[src/rtl/cbm_pkg.sv]
// shared types, constants and microcode for the central binomial block
// no dependencies
package cbm_pkg;

  // field widths and the modulus
  localparam int unsigned N_W        = 13;
  localparam int unsigned VAL_W      = 30;
  localparam logic [VAL_W-1:0] PRIME      = 30'd1000000007;
  localparam logic [VAL_W-1:0] FERMAT_EXP = PRIME - 30'd2;

  // barrett reduction constants
  localparam int unsigned PROD_W = 2 * VAL_W;
  localparam int unsigned MU_W   = 31;
  localparam int unsigned RED_W  = 32;
  localparam logic [63:0] MU_WIDE = (64'd1 << PROD_W) / {34'd0, PRIME};
  localparam logic [MU_W-1:0] MU  = MU_WIDE[MU_W-1:0];

  // multiplier result destinations
  typedef enum logic [1:0] {
    DST_F, DST_ACC, DST_BASE, DST_R
  } dst_t;

  typedef struct packed {
    logic             valid;
    dst_t             dest;
    logic [VAL_W-1:0] a;
    logic [VAL_W-1:0] b;
  } mm_req_t;

  typedef struct packed {
    logic             valid;
    logic             busy;
    dst_t             dest;
    logic [VAL_W-1:0] value;
  } mm_rsp_t;

  // control word fields
  typedef enum logic [2:0] {
    MUL_NONE, MUL_FK, MUL_AB, MUL_SQ, MUL_RA
  } mul_t;

  typedef enum logic [3:0] {
    ACT_NONE, ACT_INIT, ACT_WFACT, ACT_IDLE, ACT_RDM, ACT_LDR,
    ACT_CHK, ACT_SHIFT, ACT_WINV, ACT_NEXTH, ACT_OUT
  } act_t;

  typedef enum logic [2:0] {
    C_NEVER, C_ALWAYS, C_K_END, C_NO_FIRE, C_E_ZERO, C_HIT, C_SEL, C_OUT_FULL
  } cond_t;

  localparam int unsigned PC_W = 5;

  typedef struct packed {
    logic            hold;
    mul_t            mul;
    act_t            act;
    cond_t           cond;
    logic [PC_W-1:0] target;
  } ctrl_t;

  // program step addresses
  localparam logic [PC_W-1:0] ST_INIT  = 5'd0;
  localparam logic [PC_W-1:0] ST_FLOOP = 5'd1;
  localparam logic [PC_W-1:0] ST_FMUL  = 5'd2;
  localparam logic [PC_W-1:0] ST_FWR   = 5'd3;
  localparam logic [PC_W-1:0] ST_IDLE  = 5'd4;
  localparam logic [PC_W-1:0] ST_RDM   = 5'd5;
  localparam logic [PC_W-1:0] ST_LDR   = 5'd6;
  localparam logic [PC_W-1:0] ST_CHK   = 5'd7;
  localparam logic [PC_W-1:0] ST_POW   = 5'd8;
  localparam logic [PC_W-1:0] ST_SQR   = 5'd9;
  localparam logic [PC_W-1:0] ST_PWAIT = 5'd10;
  localparam logic [PC_W-1:0] ST_WINV  = 5'd11;
  localparam logic [PC_W-1:0] ST_MULR  = 5'd12;
  localparam logic [PC_W-1:0] ST_RWAIT = 5'd13;
  localparam logic [PC_W-1:0] ST_NEXTH = 5'd14;
  localparam logic [PC_W-1:0] ST_RDH   = 5'd15;
  localparam logic [PC_W-1:0] ST_OWAIT = 5'd16;
  localparam logic [PC_W-1:0] ST_OUT   = 5'd17;

  // control store: one word per step, jump to target when cond holds
  function automatic ctrl_t ucode(input logic [PC_W-1:0] pc);
    ctrl_t w;
    w = '{hold: 1'b0, mul: MUL_NONE, act: ACT_NONE, cond: C_NEVER, target: ST_INIT};
    unique case (pc)
      ST_INIT:  w.act = ACT_INIT;
      ST_FLOOP: begin w.cond = C_K_END; w.target = ST_IDLE; end
      ST_FMUL:  w.mul = MUL_FK;
      ST_FWR:   begin
        w.hold = 1'b1; w.act = ACT_WFACT; w.cond = C_ALWAYS; w.target = ST_FLOOP;
      end
      ST_IDLE:  begin w.act = ACT_IDLE; w.cond = C_NO_FIRE; w.target = ST_IDLE; end
      ST_RDM:   w.act = ACT_RDM;
      ST_LDR:   w.act = ACT_LDR;
      ST_CHK:   begin w.act = ACT_CHK; w.cond = C_HIT; w.target = ST_MULR; end
      ST_POW:   begin w.mul = MUL_AB; w.cond = C_E_ZERO; w.target = ST_WINV; end
      ST_SQR:   begin w.mul = MUL_SQ; w.act = ACT_SHIFT; end
      ST_PWAIT: begin w.hold = 1'b1; w.cond = C_ALWAYS; w.target = ST_POW; end
      ST_WINV:  w.act = ACT_WINV;
      ST_MULR:  w.mul = MUL_RA;
      ST_RWAIT: begin w.hold = 1'b1; w.cond = C_SEL; w.target = ST_OWAIT; end
      ST_NEXTH: w.act = ACT_NEXTH;
      ST_RDH:   begin w.cond = C_ALWAYS; w.target = ST_CHK; end
      ST_OWAIT: begin w.cond = C_OUT_FULL; w.target = ST_OWAIT; end
      ST_OUT:   begin w.act = ACT_OUT; w.cond = C_ALWAYS; w.target = ST_IDLE; end
      default:  begin w.cond = C_ALWAYS; w.target = ST_IDLE; end
    endcase
    return w;
  endfunction

endpackage

[src/rtl/cbm_modmul.sv]
// four-stage modular multiplier: product, barrett quotient, q*p, correction
// depends on cbm_pkg
module cbm_modmul (
  input  logic             clk,
  input  logic             rst,
  input  cbm_pkg::mm_req_t req,
  output cbm_pkg::mm_rsp_t rsp
);
  import cbm_pkg::*;

  localparam int unsigned HI_W    = PROD_W - (VAL_W - 1);
  localparam int unsigned QFULL_W = HI_W + MU_W;
  localparam int unsigned QP_W    = MU_W + VAL_W;

  logic v1, v2, v3, v4;
  dst_t d1, d2, d3, d4;
  logic [PROD_W-1:0]  prod1;
  logic [MU_W-1:0]    q2;
  logic [RED_W-1:0]   lo2, lo3, qp3;
  logic [VAL_W-1:0]   res4;
  logic [QFULL_W-1:0] qfull;
  logic [QP_W-1:0]    qpfull;
  logic [RED_W-1:0]   diff, p1, p2;
  logic [VAL_W-1:0]   fixed;

  // quotient estimate and residue correction
  always_comb begin
    qfull  = QFULL_W'(prod1[PROD_W-1:VAL_W-1]) * QFULL_W'(MU);
    qpfull = QP_W'(q2) * QP_W'(PRIME);
    p1     = RED_W'(PRIME);
    p2     = RED_W'(PRIME) << 1;
    diff   = lo3 - qp3;
    priority if (diff >= p2) fixed = VAL_W'(diff - p2);
    else if (diff >= p1)     fixed = VAL_W'(diff - p1);
    else                     fixed = VAL_W'(diff);
  end

  // stage valids
  always_ff @(posedge clk) begin
    if (rst) begin
      v1 <= 1'b0; v2 <= 1'b0; v3 <= 1'b0; v4 <= 1'b0;
    end else begin
      v1 <= req.valid; v2 <= v1; v3 <= v2; v4 <= v3;
    end
  end

  // stage payloads
  always_ff @(posedge clk) begin
    prod1 <= PROD_W'(req.a) * PROD_W'(req.b);
    d1    <= req.dest;
    q2    <= qfull[QFULL_W-1:VAL_W+1];
    lo2   <= prod1[RED_W-1:0];
    d2    <= d1;
    qp3   <= qpfull[RED_W-1:0];
    lo3   <= lo2;
    d3    <= d2;
    res4  <= fixed;
    d4    <= d3;
  end

  assign rsp.valid = v4;
  assign rsp.busy  = v1 | v2 | v3 | v4;
  assign rsp.dest  = d4;
  assign rsp.value = res4;

endmodule

[config.mk]
export PLATFORM = sky130hd
export DESIGN_NAME = cbm_modmul
export DESIGN_NICKNAME = d
export VERILOG_FILES = /design/src/rtl/cbm_pkg.sv /design/src/rtl/cbm_modmul.sv
export SDC_FILE = /design/constraint.sdc
export NUM_CORES = 2
export LEC_CHECK = 0
export BUFFER_PORTS_ARGS = -buffer_cell sky130_fd_sc_hd__buf_4
export CORE_MARGIN = 4
export CORE_UTILIZATION = 59
export DETAILED_ROUTE_END_ITERATION = 10
export GPL_TIMING_DRIVEN = 0
export PLACE_DENSITY_LB_ADDON = 0.3
export SLEW_MARGIN = 20
export SYNTH_ARGS = -nofsm -noshare
export SYNTH_HDL_FRONTEND = slang
export SYNTH_SLANG_ARGS = --single-unit
[constraint.sdc]
create_clock -name clk -period 17.2 [get_ports clk]
set_clock_uncertainty 0.05 [all_clocks]
set_input_delay 1.72 -clock clk [delete_from_list [all_inputs] [get_ports clk]]
set_output_delay 1.72 -clock clk [all_outputs]
set_load 0.02 [all_outputs]
# After elaboration in Yosys (flattened, before gate mapping)
# Cells that the tools add are included.
[word_totals]
ff_bits = 229
elab_cells = 27
[op_classes]
bitwise_logic = 3
n_lt_le_gt_ge = 2
mul = 3
n_addsub = 3
n_mux = 2
[ops]
columns = ["operator", "n"]
rows = [
  ["$mul 30x30->60", 1],
  ["$mux 30", 2],
  ["$sub 30x30->30 const B", 2],
  ["$mul 31x28->59 const B", 1],
  ["$ge 32x30->1 const B", 1],
  ["$ge 32x31->1 const B", 1],
  ["$mul 31x30->32 const B", 1],
  ["$sub 32x32->32", 1],
  ["$or 1x1->1", 3],
]

# Longest topological paths before layout
[logic_depth]
depth_word = 4
ltp_mapped = 31
ltp_nobuf = 30

# Worst setup path after synthesis
# Ideal clock, no wire load.
[synth_path]
kind = "input to register"
startpoint = "input port req[3] (netlist bit)"
endpoint = "register prod1[55]"
setup_time_ps = 122
arrival_time_ps = 8792
cell_stages = 29
setup_slack_ps = 8237
path_buffers = 1
path_cell_list = "clkbuf_1 > and2_1 > fa_1 > fa_1 > fa_1 > inv_1 > fa_1 > inv_1 > fa_1 > inv_1 > fa_1 > inv_1 > fa_1 > inv_1 > fa_1 > inv_1 > ha_1 > a211oi_1 > nand4b_1 > a311oi_1 > nor2_1 > o21ai_0 > nand3_1 > a211oi_1 > nor2_1 > o311ai_0 > a21bo_2 > nand2b_1 > xor2_1"
[synth_between]
elab_chain_len = 1
[synth_rtl]
columns = ["item", "line", "source"]
rows = [
  ["start: declaration", "cbm_modmul.sv:6", "input cbm_pkg::mm_req_t req,"],
  ["$mul 30x30->60", "cbm_modmul.sv:49", "prod1 <= PROD_W'(req.a) * PROD_W'(req.b);"],
  ["end signal: assignment", "cbm_modmul.sv:49", ""],
  ["end: declaration", "cbm_modmul.sv:17", "logic [PROD_W-1:0] prod1;"],
]
# Every way passes these cells.
# A chain may end at the register's enable or synchronous reset.

# Worst setup path after layout
[layout_path]
startpoint = "input port req[39] (netlist bit)"
endpoint = "register prod1[59]"
# Same word-level chain as after synthesis.

==> results by group <==
Worst setup path
  – Slowest stage delay, CP: 0.75 ns
  – CP delay by family, top: adder cells
  – Kind of critical path: input port to flip-flop
  – Setup crit end kind: flip-flop
  – Arrival time at the worst endpoint: 10.71 ns
  – Worst EP required: 17.58 ns
  – Worst-path fanout max: 10
  – Most used cell along the critical path: fa_1
  – R2R Path End: q2[29]
  – R2R depth: 21
  – Startpoint Class: input port
  – RR Startpoint: prod1[51]
  – CP max-delay cell: clkbuf_1
  – Register-to-register setup slack: 8.59 ns
  – Crit path buf inv count: 8

Detailed routing
  – WL met2: 69.61 mm
  – ANT nets after route: 0
  – First-pass DRT Iterations: 6
  – Top routing layer in use: met5
  – Final WL: 157.0 mm
  – Drc violations: 0
  – Met1 WL: 62.74 mm
  – Vias: 41370
  – DRT iter0 DRCs: 3304
  – Drt wl/cell: 21.27 µm
  – DR WL met3: 16.29 mm
  – Via density: 5.606

Clocking
  – Cts hold-fix bufs: 0
  – Worst-skew pair later-pin latency: 0.55 ns
  – TritonCTS clock tree: yes
  – Post-CTS sizing: 0
  – Max Root-Sink Buffers: 3
  – CTS clk-pin slew, worst paths: 0.06 ns
  – Max H-tree Level: 1
  – CTS Sinks: 229
  – Root buf cell: clkbuf_16
  – # Post-CTS Setup Buffers: 0
  – CTS Buf Count: 25

Synth
  – Synth area leaders: fa_1 (42%), ha_1 (17%), inv_1 (9.7%)
  – Post-synth net total: 8101
  – Most numerous cell in the Yosys netlist: inv_1
  – Asr flop ratio synth: 0
  – Post-synthesis sequential area ratio: 0.07939
  – Synth unique cells: 90
  – Dominant cell type by area after synthesis: fa_1
  – Top-area cell type share of the netlist area: 0.4243
  – Top_reg_cell synth: dfxtp_1
  – Post-synth EDFFs: 0
  – Top cells by count, synth: inv_1 (1498), fa_1 (1224), ha_1 (796)
  – Cells after synthesis: 6016
  – Synth Cell Area: 57750 µm²
  – Synth Register Bits: 229
  – Synth warn: 0
  – Avg Synthesized Cell Area: 9.599 µm²

Floorplan
  – Core box area: 96850 µm²
  – Die area: 102900 µm²
  – Die Height: 320.8 µm
  – IO Count: 99
  – Starting Density: 0.5962
  – Die W: 320.8 µm
  – Row Count: 114

Global route
  – Wire length of the first global-routing pass: 247.7 mm
  – Global route overflow: 0
  – Largest net degree at the start of global routing: 16
  – Vias in the first global route: 44250
  – Initial antenna violation count: 7
  – Gr usage total: 0.3126

Worst hold path
  – Worst Min Path Start: lo2[30]
  – Worst hold stages: 0
  – HP Class: flip-flop to flip-flop
  – Worst Hold End: lo3[30]

STA
  – Final period utilization: 0.6009
  – Final Max Tran Viols: 0
  – Slew @ Worst Pin: 1.045 ns
  – RSZ-0062 raised after global routing: no
  – Max-slew headroom: 0.3031
  – Final setup viols: 0
  – Setup TNS Final: 0 ns
  – Min Tclk post-route: 10.33 ns
  – Hold Fails Final Rpt: 0
  – Fmax: 0.09676 GHz

Flow run
  – Max_cap viols: 0

Place
  – RD Place Congestion: 1.045
  – Buffers added on ports: 38
  – Hpwl dp: 134.3 mm

Run status
  – Status: completed

Cells and area
  – Area Growth Syn to Fin: 4.730%
  – Final Net Count: 8166
  – Share of layout cells above drive strength 1: 0.02230
==> worst max-delay path by stage <==
| stage | cells after the start | from | endpoint | slack (ns) |
|---|---|---|---|---|
| final | 29 | req[39] | prod1[59] | 6.87 |
| after detailed placement | 29 | req[39] | prod1[59] | 6.45 |
| after global routing | 30 | req[39] | prod1[55] | 6.60 |
| after global placement | 28 | req[42] | prod1[59] | 6.53 |
| after CTS | 29 | req[39] | prod1[59] | 7.04 |
| after floorplan | 29 | req[3] | prod1[55] | 8.24 |
==> cells in the final DEF, fill, tap and decap left out, types with 48 or more instances in the layout <==
cell type,Yosys,layout
a21o_1,69,69
nand2_1,456,456
a21oi_1,135,135
nor2_1,113,113
and2_1,540,540
ha_1,796,796
o21ai_0,75,75
clkbuf_1,194,198
dfxtp_1,229,229
fa_1,1224,1224
xor2_1,48,48
inv_1,1498,1498
xnor2_1,126,126
==> metrics by stage <==
step	std cells	hold slack, ns	instance area (µm²)	util	worst slack [ns]
2_1_floorplan	6016	0.2596	57750	-	8.237
3_3_place_gp	7330	0.2602	59630	0.6157	6.530
3_5_place_dp	7330	0.2621	59630	0.6157	6.452
4_1_cts	7376	0.2727	60470	0.6244	7.035
5_1_grt	7376	0.2692	60470	0.6244	6.602
6_report	7379	0.2735	60480	0.6244	6.865
==> state kept, by name, indices dropped and copies added (netlist names) <==
register	count
prod1	60
lo2	32
lo3	32
qp3	32
q2	31
res4	30
d1	2
d2	2
d3	2
d4	2
v1	1
v2	1
v3	1
v4	1
==> metal layers <==
metal | global-route usage | vias up
met5 | 0 | -
met1 | 0.4206 | 20530
met3 | 0.06783 | 457
met2 | 0.4957 | 1988
met4 | 0.1316 | 2
li1 | - | 18390
==> layout make-up <==
class | count | area (µm²)
Multi-Input combinational cell | 4076 | 46670
Fill cell | 8009 | 36370
Inverter | 1498 | 5623
Sequential cell | 229 | 4584
Tap cell | 1276 | 1597
Buffer | 213 | 868.3
Clock buffer | 34 | 709.4
Timing Repair Buffer | 38 | 285.3
Clock inverter | 12 | 132.6
Antenna cell | 3 | 7.507
==> cells by family after synthesis <==
kind of cell / after synthesis / synth area share
AO/OA/AOI/OAI: 527 / 0.06320
XOR/XNOR: 174 / 0.02639
adder cells (fa/ha/maj): 2020 / 0.5968
buffers and inverters: 1711 / 0.1124
flip-flops: 229 / 0.07939
multiplexers: 5 / 0.0008884
AND/OR/NAND/NOR: 1350 / 0.1209
Power is not shown: default switching activity piles up to over one toggle a cycle in this logic, so the estimate is an artifact.
